`src/rtl/swt_pkg.sv`:
```
// ----------------------------------------------------------------------------
// swt_pkg
// Shared types, codes and byte constants of the shell word tokenizer.
// ----------------------------------------------------------------------------
package swt_pkg;

    // result kinds
    localparam logic [1:0] KIND_START = 2'd0;
    localparam logic [1:0] KIND_DATA  = 2'd1;
    localparam logic [1:0] KIND_END   = 2'd2;

    // quote modes
    localparam logic [1:0] QUOTE_NONE   = 2'd0;
    localparam logic [1:0] QUOTE_SINGLE = 2'd1;
    localparam logic [1:0] QUOTE_DOUBLE = 2'd2;

    // held operator codes
    localparam logic [1:0] HELD_NONE = 2'd0;
    localparam logic [1:0] HELD_GT   = 2'd1;
    localparam logic [1:0] HELD_LT   = 2'd2;

    // byte constants
    localparam logic [7:0] CH_BSLASH = 8'h5C;
    localparam logic [7:0] CH_DQUOTE = 8'h22;
    localparam logic [7:0] CH_SQUOTE = 8'h27;
    localparam logic [7:0] CH_GT     = 8'h3E;
    localparam logic [7:0] CH_LT     = 8'h3C;
    localparam logic [7:0] CH_PIPE   = 8'h7C;
    localparam logic [7:0] CH_AMP    = 8'h26;
    localparam logic [7:0] CH_SPACE  = 8'h20;
    localparam logic [7:0] CH_TAB    = 8'h09;
    localparam logic [7:0] CH_LF     = 8'h0A;
    localparam logic [7:0] CH_CR     = 8'h0D;
    localparam logic [7:0] CH_N      = 8'h6E;
    localparam logic [7:0] CH_T      = 8'h74;
    localparam logic [7:0] CH_R      = 8'h72;

    localparam int MAX_SLOTS = 4;

    typedef struct packed {
        logic [1:0] kind;
        logic [7:0] data;
    } result_t;

    typedef struct packed {
        logic [2:0]                   count;
        result_t [MAX_SLOTS-1:0]      slot;
    } bundle_t;

    typedef struct packed {
        logic       full;
        logic       empty;
        logic [1:0] level;
    } queue_status_t;

    function automatic logic [7:0] unescape(input logic [7:0] c);
        logic [7:0] r;
        begin
            case (c)
                CH_N:    r = CH_LF;
                CH_T:    r = CH_TAB;
                CH_R:    r = CH_CR;
                default: r = c;
            endcase
            return r;
        end
    endfunction

endpackage

```
`src/rtl/swt_if.sv`:
```
// ----------------------------------------------------------------------------
// swt_if
// Valid/ready channels for input bytes and token results.
// ----------------------------------------------------------------------------
interface swt_in_if;
    logic       valid;
    logic       ready;
    logic [7:0] ch;
    logic       end_mark;

    modport source (output valid, output ch, output end_mark, input ready);
    modport sink   (input valid, input ch, input end_mark, output ready);
endinterface

interface swt_out_if;
    logic       valid;
    logic       ready;
    logic [1:0] kind;
    logic [7:0] data;
    logic       last;

    modport source (output valid, output kind, output data, output last, input ready);
    modport sink   (input valid, input kind, input data, input last, output ready);
endinterface

```
`src/rtl/swt_front.sv`:
```
// ----------------------------------------------------------------------------
// swt_front
// Classifies each byte, updates tokenizer state, builds a result bundle.
// ----------------------------------------------------------------------------
module swt_front
    import swt_pkg::*;
(
    input  logic     clk,
    input  logic     rst_n,
    input  logic     in_valid,
    input  logic [7:0] in_ch,
    input  logic     in_end_mark,
    input  logic     q_full,
    output logic     in_ready,
    output logic     push,
    output bundle_t  bundle
);

    logic [1:0] quote_reg, quote_next;
    logic       esc_reg, esc_next;
    logic       tok_reg, tok_next;
    logic [1:0] held_reg, held_next;
    logic [2:0] n;
    logic       merged;
    logic [7:0] op;
    logic [7:0] closer;

    assign in_ready = !q_full;
    assign push     = in_valid && in_ready && (bundle.count != 3'd0);

    always_comb
    begin
        quote_next = quote_reg;
        esc_next   = esc_reg;
        tok_next   = tok_reg;
        held_next  = held_reg;
        bundle     = '0;
        n          = 3'd0;
        merged     = 1'b0;
        op         = (held_reg == HELD_GT) ? CH_GT : CH_LT;
        closer     = (quote_reg == QUOTE_SINGLE) ? CH_SQUOTE : CH_DQUOTE;

        if (in_end_mark)
        begin
            if (held_reg != HELD_NONE)
            begin
                bundle.slot[n[1:0]] = '{kind: KIND_END, data: 8'h00};
                n = n + 3'd1;
                held_next = HELD_NONE;
            end
            if (tok_reg)
            begin
                bundle.slot[n[1:0]] = '{kind: KIND_END, data: 8'h00};
                n = n + 3'd1;
                tok_next = 1'b0;
            end
            quote_next = QUOTE_NONE;
            esc_next   = 1'b0;
        end
        else
        begin
            if (held_reg != HELD_NONE)
            begin
                held_next = HELD_NONE;
                if (in_ch == op || in_ch == CH_AMP)
                begin
                    bundle.slot[n[1:0]] = '{kind: KIND_DATA, data: in_ch};
                    n = n + 3'd1;
                    bundle.slot[n[1:0]] = '{kind: KIND_END, data: 8'h00};
                    n = n + 3'd1;
                    merged = 1'b1;
                end
                else
                begin
                    bundle.slot[n[1:0]] = '{kind: KIND_END, data: 8'h00};
                    n = n + 3'd1;
                end
            end
            if (!merged)
            begin
                if (esc_reg)
                begin
                    if (!tok_next)
                    begin
                        bundle.slot[n[1:0]] = '{kind: KIND_START, data: 8'h00};
                        n = n + 3'd1;
                        tok_next = 1'b1;
                    end
                    bundle.slot[n[1:0]] = '{kind: KIND_DATA, data: unescape(in_ch)};
                    n = n + 3'd1;
                    esc_next = 1'b0;
                end
                else if (in_ch == CH_BSLASH && quote_reg != QUOTE_SINGLE)
                begin
                    esc_next = 1'b1;
                    if (!tok_next)
                    begin
                        bundle.slot[n[1:0]] = '{kind: KIND_START, data: 8'h00};
                        n = n + 3'd1;
                        tok_next = 1'b1;
                    end
                end
                else if (quote_reg != QUOTE_NONE)
                begin
                    if (in_ch == closer)
                    begin
                        quote_next = QUOTE_NONE;
                    end
                    else
                    begin
                        bundle.slot[n[1:0]] = '{kind: KIND_DATA, data: in_ch};
                        n = n + 3'd1;
                    end
                end
                else if (in_ch == CH_SPACE || in_ch == CH_TAB || in_ch == CH_LF)
                begin
                    if (tok_next)
                    begin
                        bundle.slot[n[1:0]] = '{kind: KIND_END, data: 8'h00};
                        n = n + 3'd1;
                        tok_next = 1'b0;
                    end
                end
                else if (in_ch == CH_GT || in_ch == CH_LT || in_ch == CH_PIPE
                         || in_ch == CH_AMP)
                begin
                    if (tok_next)
                    begin
                        bundle.slot[n[1:0]] = '{kind: KIND_END, data: 8'h00};
                        n = n + 3'd1;
                        tok_next = 1'b0;
                    end
                    bundle.slot[n[1:0]] = '{kind: KIND_START, data: 8'h00};
                    n = n + 3'd1;
                    bundle.slot[n[1:0]] = '{kind: KIND_DATA, data: in_ch};
                    n = n + 3'd1;
                    if (in_ch == CH_GT)
                    begin
                        held_next = HELD_GT;
                    end
                    else if (in_ch == CH_LT)
                    begin
                        held_next = HELD_LT;
                    end
                    else
                    begin
                        bundle.slot[n[1:0]] = '{kind: KIND_END, data: 8'h00};
                        n = n + 3'd1;
                    end
                end
                else if (in_ch == CH_DQUOTE || in_ch == CH_SQUOTE)
                begin
                    quote_next = (in_ch == CH_SQUOTE) ? QUOTE_SINGLE : QUOTE_DOUBLE;
                    if (!tok_next)
                    begin
                        bundle.slot[n[1:0]] = '{kind: KIND_START, data: 8'h00};
                        n = n + 3'd1;
                        tok_next = 1'b1;
                    end
                end
                else
                begin
                    if (!tok_next)
                    begin
                        bundle.slot[n[1:0]] = '{kind: KIND_START, data: 8'h00};
                        n = n + 3'd1;
                        tok_next = 1'b1;
                    end
                    bundle.slot[n[1:0]] = '{kind: KIND_DATA, data: in_ch};
                    n = n + 3'd1;
                end
            end
        end
        bundle.count = n;
    end

    always_ff @(posedge clk or negedge rst_n)
    begin
        if (!rst_n)
        begin
            quote_reg <= QUOTE_NONE;
            esc_reg   <= 1'b0;
            tok_reg   <= 1'b0;
            held_reg  <= HELD_NONE;
        end
        else if (in_valid && in_ready)
        begin
            quote_reg <= quote_next;
            esc_reg   <= esc_next;
            tok_reg   <= tok_next;
            held_reg  <= held_next;
        end
    end

endmodule

```
`src/rtl/swt_queue.sv`:
```
// ----------------------------------------------------------------------------
// swt_queue
// Two-entry queue of result bundles between front and back.
// ----------------------------------------------------------------------------
module swt_queue
    import swt_pkg::*;
(
    input  logic          clk,
    input  logic          rst_n,
    input  logic          push,
    input  bundle_t       push_data,
    input  logic          pop,
    output bundle_t       head,
    output queue_status_t status
);

    bundle_t    entry_reg [2];
    logic       wr_ptr_reg, wr_ptr_next;
    logic       rd_ptr_reg, rd_ptr_next;
    logic [1:0] level_reg, level_next;

    assign status.level = level_reg;
    assign status.full  = (level_reg == 2'd2);
    assign status.empty = (level_reg == 2'd0);
    assign head         = entry_reg[rd_ptr_reg];

    always_comb
    begin
        wr_ptr_next = push ? ~wr_ptr_reg : wr_ptr_reg;
        rd_ptr_next = pop ? ~rd_ptr_reg : rd_ptr_reg;
        level_next  = level_reg + {1'b0, push} - {1'b0, pop};
    end

    always_ff @(posedge clk or negedge rst_n)
    begin
        if (!rst_n)
        begin
            wr_ptr_reg <= 1'b0;
            rd_ptr_reg <= 1'b0;
            level_reg  <= 2'd0;
        end
        else
        begin
            wr_ptr_reg <= wr_ptr_next;
            rd_ptr_reg <= rd_ptr_next;
            level_reg  <= level_next;
        end
    end

    always_ff @(posedge clk)
    begin
        if (push)
        begin
            entry_reg[wr_ptr_reg] <= push_data;
        end
    end

endmodule

```
`src/rtl/swt_back.sv`:
```
// ----------------------------------------------------------------------------
// swt_back
// Sends the results of the head bundle one transfer at a time.
// ----------------------------------------------------------------------------
module swt_back
    import swt_pkg::*;
(
    input  logic          clk,
    input  logic          rst_n,
    input  bundle_t       head,
    input  queue_status_t status,
    input  logic          out_ready,
    output logic          out_valid,
    output logic [1:0]    out_kind,
    output logic [7:0]    out_data,
    output logic          out_last,
    output logic          pop
);

    logic [1:0] idx_reg, idx_next;
    logic       fire;

    assign out_valid = !status.empty;
    assign out_kind  = head.slot[idx_reg].kind;
    assign out_data  = head.slot[idx_reg].data;
    assign out_last  = ({1'b0, idx_reg} == (head.count - 3'd1));
    assign fire      = out_valid && out_ready;
    assign pop       = fire && out_last;

    always_comb
    begin
        idx_next = idx_reg;
        if (fire)
        begin
            idx_next = out_last ? 2'd0 : idx_reg + 2'd1;
        end
    end

    always_ff @(posedge clk or negedge rst_n)
    begin
        if (!rst_n)
        begin
            idx_reg <= 2'd0;
        end
        else
        begin
            idx_reg <= idx_next;
        end
    end

endmodule

```
`src/rtl/shell_word_tokenizer.sv`:
```
// ----------------------------------------------------------------------------
// shell_word_tokenizer
// Byte-serial shell command line tokenizer emitting start/data/end results.
// ----------------------------------------------------------------------------
// One byte is accepted per cycle while the two-entry bundle queue has room.
// Each byte produces zero to four results (an operator byte after a held
// operator or an open word gives the most); results leave one per cycle
// while the output is ready, and the front stalls only when the queue
// fills. Bytes with no results (spaces between words, quote marks inside a
// word, a backslash inside a token) are accepted without pushing a bundle
// and take no output transfer. Each bundle is registered in the queue
// before its first result is offered.
module shell_word_tokenizer
    import swt_pkg::*;
(
    input  logic clk,
    input  logic rst_n,
    swt_in_if.sink    in_item,
    swt_out_if.source out_item
);

    bundle_t       push_bundle;
    bundle_t       head;
    queue_status_t q_status;
    logic          push;
    logic          pop;

    swt_front u_front (
        .clk         (clk),
        .rst_n       (rst_n),
        .in_valid    (in_item.valid),
        .in_ch       (in_item.ch),
        .in_end_mark (in_item.end_mark),
        .q_full      (q_status.full),
        .in_ready    (in_item.ready),
        .push        (push),
        .bundle      (push_bundle)
    );

    swt_queue u_queue (
        .clk       (clk),
        .rst_n     (rst_n),
        .push      (push),
        .push_data (push_bundle),
        .pop       (pop),
        .head      (head),
        .status    (q_status)
    );

    swt_back u_back (
        .clk       (clk),
        .rst_n     (rst_n),
        .head      (head),
        .status    (q_status),
        .out_ready (out_item.ready),
        .out_valid (out_item.valid),
        .out_kind  (out_item.kind),
        .out_data  (out_item.data),
        .out_last  (out_item.last),
        .pop       (pop)
    );

    a_level_bound: assert property (@(posedge clk) disable iff (!rst_n)
        q_status.level != 2'd3)
        else $error("bundle queue level out of range");

    a_no_empty_push: assert property (@(posedge clk) disable iff (!rst_n)
        push |-> (push_bundle.count != 3'd0 && push_bundle.count <= 3'd4))
        else $error("bundle pushed with bad result count");

    a_data_zero: assert property (@(posedge clk) disable iff (!rst_n)
        (out_item.valid && out_item.kind != KIND_DATA) |-> out_item.data == 8'h00)
        else $error("non-data result carries data");

    a_kind_legal: assert property (@(posedge clk) disable iff (!rst_n)
        out_item.valid |-> out_item.kind != 2'd3)
        else $error("illegal result kind");

    a_pop_nonempty: assert property (@(posedge clk) disable iff (!rst_n)
        pop |-> !q_status.empty)
        else $error("pop from empty queue");

endmodule
```
`src/flat_wrapper.sv`:
```
// flat-port wrapper written by rule: the top's interface ports become plain ports
module shell_word_tokenizer_flat import swt_pkg::*;
  (clk, rst_n, in_item_valid, in_item_ch, in_item_end_mark, in_item_ready, out_item_valid, out_item_kind, out_item_data, out_item_last, out_item_ready);
  swt_in_if in_item_i ();
  swt_out_if out_item_i ();
  input  logic clk;
  input  logic rst_n;
  input wire logic [$bits(in_item_i.valid)-1:0] in_item_valid;
  input wire logic [$bits(in_item_i.ch)-1:0] in_item_ch;
  input wire logic [$bits(in_item_i.end_mark)-1:0] in_item_end_mark;
  output wire logic [$bits(in_item_i.ready)-1:0] in_item_ready;
  output wire logic [$bits(out_item_i.valid)-1:0] out_item_valid;
  output wire logic [$bits(out_item_i.kind)-1:0] out_item_kind;
  output wire logic [$bits(out_item_i.data)-1:0] out_item_data;
  output wire logic [$bits(out_item_i.last)-1:0] out_item_last;
  input wire logic [$bits(out_item_i.ready)-1:0] out_item_ready;
  assign in_item_i.valid = in_item_valid;
  assign in_item_i.ch = in_item_ch;
  assign in_item_i.end_mark = in_item_end_mark;
  assign in_item_ready = in_item_i.ready;
  assign out_item_valid = out_item_i.valid;
  assign out_item_kind = out_item_i.kind;
  assign out_item_data = out_item_i.data;
  assign out_item_last = out_item_i.last;
  assign out_item_i.ready = out_item_ready;
  shell_word_tokenizer u_core (.clk(clk), .rst_n(rst_n), .in_item(in_item_i), .out_item(out_item_i));
endmodule
```
`config.mk`:
```
export PLATFORM = sky130hd
export DESIGN_NAME = shell_word_tokenizer_flat
export DESIGN_NICKNAME = d
export VERILOG_FILES = /design/src/rtl/swt_pkg.sv /design/src/rtl/swt_if.sv /design/src/rtl/swt_front.sv /design/src/rtl/swt_queue.sv /design/src/rtl/swt_back.sv /design/src/rtl/shell_word_tokenizer.sv /design/src/flat_wrapper.sv
export SDC_FILE = /design/constraint.sdc
export NUM_CORES = 1
export LEC_CHECK = 0
export BUFFER_PORTS_ARGS = -buffer_cell sky130_fd_sc_hd__buf_2
export CAP_MARGIN = 10
export CORE_UTILIZATION = 40
export CTS_BUF_LIST = sky130_fd_sc_hd__clkbuf_2
export CTS_CLUSTER_DIAMETER = 60
export DETAILED_ROUTE_END_ITERATION = 12
export SETUP_SLACK_MARGIN = 0.15
export SLEW_MARGIN = 40
export SYNTH_ARGS = -nofsm -noshare
export SYNTH_HDL_FRONTEND = slang
export SYNTH_HIERARCHICAL = 1
export SYNTH_SLANG_ARGS = --single-unit
```
`constraint.sdc`:
```
create_clock -name clk -period 7.27 [get_ports clk]
set_input_delay 0.727 -clock clk [delete_from_list [all_inputs] [get_ports clk]]
set_output_delay 0.727 -clock clk [all_outputs]
set_load 0.05 [all_outputs]
```
Word-level counts from Yosys, hierarchy flattened
Memories as Yosys holds them, arrays and structs flattened.
Cells that the tools add are included.
{"block": "classes", "magnitude_cmp": 15, "addsub": 11, "mux": 138, "bitwise_logic": 15, "n_eq_ne": 27, "n_reduce_logical": 29}
{"operator": "40-bit 2-to-1 mux", "n": 32}
{"operator": "40-bit bitwise mux", "n": 4}
{"operator": "10-bit demux with 2-bit select", "n": 7}
{"operator": "10-bit 2-to-1 mux", "n": 12}
{"operator": "36-bit NOT", "n": 3}
{"operator": "3-bit 2-to-1 mux", "n": 35}
{"operator": "40-bit NOT", "n": 2}
{"operator": "8-bit by 6-bit == test with 1-bit output, second input constant", "n": 6}
{"operator": "2-bit 2-to-1 mux", "n": 24}
{"operator": "20-bit by 40-bit bitwise AND with 40-bit output", "n": 1}
{"operator": "40-bit bitwise AND", "n": 1}
{"operator": "8-bit by 7-bit == test with 1-bit output, second input constant", "n": 5}
{"operator": "20-bit 2-to-1 mux", "n": 2}
{"operator": "18-bit by 36-bit bitwise AND with 36-bit output", "n": 1}
{"operator": "36-bit bitwise AND", "n": 1}
{"operator": "9-bit by 36-bit bitwise AND with 36-bit output", "n": 1}
{"operator": "2-bit by 3-bit < comparator with 1-bit output, second input constant", "n": 8}
{"operator": "8-bit 2-to-1 mux", "n": 3}
{"operator": "8-bit case mux with 3 select lines", "n": 1}
{"operator": "3-bit by 1-bit adder with 3-bit output, second input constant", "n": 7}
{"operator": "10-bit binary-select mux with 2-bit select", "n": 1}
{"operator": "1-bit 2-to-1 mux", "n": 17}
{"operator": "8-bit by 4-bit == test with 1-bit output, second input constant", "n": 2}
{"operator": "8-bit by 6-bit == test with 1-bit output", "n": 2}
{"operator": "other kinds (26)", "n": 57}
{"block": "totals", "out_inout_bits": 13, "ram_bits": 86, "register_bits": 12, "n_memories": 1, "elab_cells": 244}
{"memory": "u_core.u_queue.entry_reg", "depth": 2, "width": 43, "read_ports": 1, "rd_clocked_by_memory_dff": 0, "write_ports": 1, "line_no": "swt_queue.sv:17", "source": "bundle_t entry_reg [2];"}

Longest topological paths before layout
{"block": "depth", "depth_word": 33, "ltp_mapped": 15}

Hierarchy
Netlist, hierarchy kept.
{"module": "swt_queue", "area_per_inst_um2": 3500.9, "instances": 1, "cells_each": 149}
{"module": "swt_front", "area_per_inst_um2": 2054.5, "instances": 1, "cells_each": 327}
{"module": "swt_back", "area_per_inst_um2": 451.7, "instances": 1, "cells_each": 32}

Least setup slack after synthesis
No wires, ideal clock.
{"block": "synth_path", "path_kind": "input-to-reg", "startpoint": "input in_item_ch[2]", "endpoint": "memory u_core/u_queue/entry_reg[0][0] (netlist name) (enable)", "setup_ns": 0.449, "cell_stages": 14, "path_slack_ns": 1.322, "arrival_ns": 5.500, "cell_sequence": "buf_2 > nand2_1 > or4_4 > o211ai_4 > xnor2_2 > inv_1 > ha_1 > nand2_1 > a2111o_1 > nand2_1 > o311a_2 > nor3_1 > o31ai_1 > nor2b_1"}
{"element": "from (decl)", "line_no": "flat_wrapper.sv:9", "source": "input wire logic [$bits(in_item_i.ch)-1:0] in_item_ch;"}
{"element": "to (decl)", "line_no": "swt_queue.sv:17"}

==> metrics.cfg <==
[status]
status = complete, no violations

[final_layout]
drive_gt1_frac = 0.225
largest_reg_flops = 86
layout.cells.non_filler = 709
multi_input_area_mm2 = 0.00284
antennaDiodeCount = 0
syn_to_final_growth_pct = 5.17
stdcell_area_mm2 = 0.00632
final_nets = 550
fillers = 1358
finalCoreUtilization = 0.433
seqCellArea_mm2 = 0.00289

[yosys]
synthCells = 508
synth.top_cells.by_count = edfxtp_1 (86), nand2_1 (47), mux2_4 (39)
synth_edf_count = 86
synth-async-reset-ratio = 0.122
synth_area_leader_cell = edfxtp_1
synth_area_leaders = edfxtp_1 (43%), mux2_4 (9.7%), dfrtp_1 (5.0%), ha_1 (3.5%), nand2_1 (2.9%)
synth_most_common_cell = edfxtp_1
avgSynthCellArea_um2 = 11.8
synth_top_area_share = 0.430
synth_flop_cell = edfxtp_1
synthesis.area_mm2 = 0.00601
ys_warn_count = 6
ys_seq_elements = 98
synth_nets = 538
yosysUniqueCellTypes = 77
ys_seq_area_frac = 0.480

[pwr]
power_frac_seq = 0.389
power.clock.fraction = 0.114
p_sw_w = 0.000945
p_leak_nw = 2.43
powerDensity_mw_per_mm2 = 354
swShare = 0.422
vdd_drop_max_mv = 0.134
comb_power_share = 0.497
p_int_w = 0.00129

[cts]
numCtsBuffers = 9
cts.htree.levels = 3
cts_tree = yes
cts_setup_buffers = 0
clk_path_buf_depth = 2
cts_sinks = 98
cts-root-buf = clkbuf_2
clk_pin_slew_ns = 0.26
worstSkewPairLatency_ns = 0.57

[route]
drc = 0
wl_um = 14400
num_vias = 4121
wl_per_cell_um = 20.3
viasPerCell = 5.81
antenna_left = 0
first_pass_iters = 5
drt_iter0_drc = 411

[sta]
drv_slew = 0
rsz0062_at_grt = no
final_hold_viol_count = 0
post-route-period-util = 0.691
fmax_mhz = 199
relSlewSlack = 0.453
setup_viol = 0
setup_tns_ns = 0
tightest_slew_ns = 0.820
finalCriticalPeriod_ns = 5.02
worst_hold_slack_ns = 0.459
skew_ns = 0.0238

[hold_path]
hold_path.class = in2reg

[global_routing]
grt_usage = 0.192
grt_max_degree = 45
grt_pass1_vias = 4143
antenna_found_initial = 0
grt_pass1_wl_um = 23100
grt_overflow = 0

[setup_path]
startpoint_type = input port
cp_data_arrival_time_ns = 5.25
crit_type = in2reg
cp_max_fo = 34
crit_required_ns = 7.50
setup.worst_path.end_class = flip-flop

[die]
coreArea_mm2 = 0.0146
boundaryPins = 26
die-height_um = 125
die-area_mm2 = 0.0155
start_util = 0.412
num_rows = 44
die_w_um = 125

[placement]
hpwlAfterDp_um = 10400
gp_congestion = 0.963
port_buffers = 25
dpl-instance-area_mm2 = 0.00619
dp_cells = 692

[flow_run]
drv_cap = 0

## placed cells by master, fill, tap and decap left out, types with 5 or more instances in the layout
cell type  instances
nand2_1           47
and3_1             7
a31oi_1            5
mux2_2             5
inv_1             20
mux4_2             7
o21ai_0           23
edfxtp_1          86
xor2_1             6
xnor2_1            5
nand2b_1           8
ha_1              17
nor2_1            37
and2_1             6
dfrtp_1           10
nand3_1           10
nor2b_1            6
a21oi_1           28
nor3_1            13
clkbuf_2           9
buf_2             25
nor4_1             6
mux2_4            39
## kinds of logic after synthesis
family                     Yosys count  share of synthesized area
adders and majority gates           17                     0.0354
AOI/OAI and AO/OA                  105                      0.120
muxes                               54                      0.146
DFF                                 98                      0.480
other                                1                   0.000624
buffers and inverters               50                     0.0487
and+or+nand+nor                    170                      0.146
xor gates and xnor gates            13                     0.0227
## timing repair
item | 4_1_cts | 5_1_grt
endpoints found under the hold margin | 12 | 0
gates resized for setup | 0 | 0
hold buffers | 1 | 0
## worst max-delay path, stage by stage
cell and delay [ns]:
buf_2 0.28, nand2_1 0.18, or4_4 0.67, o211ai_4 0.30
xnor2_2 0.22, inv_1 0.23, ha_1 0.22, nand2_1 0.06
a2111o_1 0.46, nand2_1 0.18, o311a_2 0.23, nor3_1 0.05
o31ai_1 0.51, nor2b_4 0.43, buf_4 0.47
## final cells by class
cell class | instances | share of cell area
Clock buffer | 9 | 0.00713
Multi-Input combinational cell | 360 | 0.450
Sequential cell | 98 | 0.457
Tap cell | 184 | 0.0364
Inverter | 21 | 0.0125
Timing Repair Buffer | 30 | 0.0261
Clock inverter | 7 | 0.0113
## power by group through the flow
| stage | Clock, W | Sequential (W) | Combinational, W |
|---|---|---|---|
| finish | 0.000255 | 0.000871 | 0.00111 |
| global route | 0.000288 | 0.000889 | 0.00119 |
| CTS | 0.000267 | 0.000876 | 0.00112 |
| detailed placement | 0 | 0.000891 | 0.00112 |
| global placement | 0 | 0.000882 | 0.00110 |
| floorplan | 0 | 0.000836 | 0.000986 |
## metrics by stage
step           power (W)  setup slack, ns
3_5_place_dp     0.00201             1.69
5_1_grt          0.00237             2.01
3_3_place_gp     0.00199             1.78
6_report         0.00224             2.25
4_1_cts          0.00226             2.35
2_1_floorplan    0.00182             1.32
## worst paths after layout
check / endpoint / slack [ns] / startpoint / depth (start not counted)
worst min register to register: u_core/u_queue/wr_ptr_reg / 0.58 / u_core/u_queue/wr_ptr_reg / 1
min in group asynchronous: u_core/u_front/quote_reg[0] / 0.55 / rst_n / 2
max in group asynchronous: u_core/u_back/idx_reg[0] / 6.43 / rst_n / 2
worst max register to register: u_core/u_queue/entry_reg[0][24] / 2.60 / u_core/u_front/held_reg[1] / 14
worst max-delay path: u_core/u_queue/entry_reg[0][24] / 2.25 / in_item_ch[2] / 15
worst min-delay path: u_core/u_back/idx_reg[0] / 0.46 / out_item_ready / 3
## metal layers
layer | global-route usage | share of wire | vias up | routed length [µm]
li1 | - | - | 1919 | -
met1 | 0.264 | 0.45 | 2013 | 6430
met2 | 0.310 | 0.48 | 166 | 6850
met3 | 0.0305 | 0.054 | 23 | 772
met4 | 0.0631 | 0.022 | 0 | 321
met5 | 0 | 0 | - | 0
(Power assumes the default switching activity.)
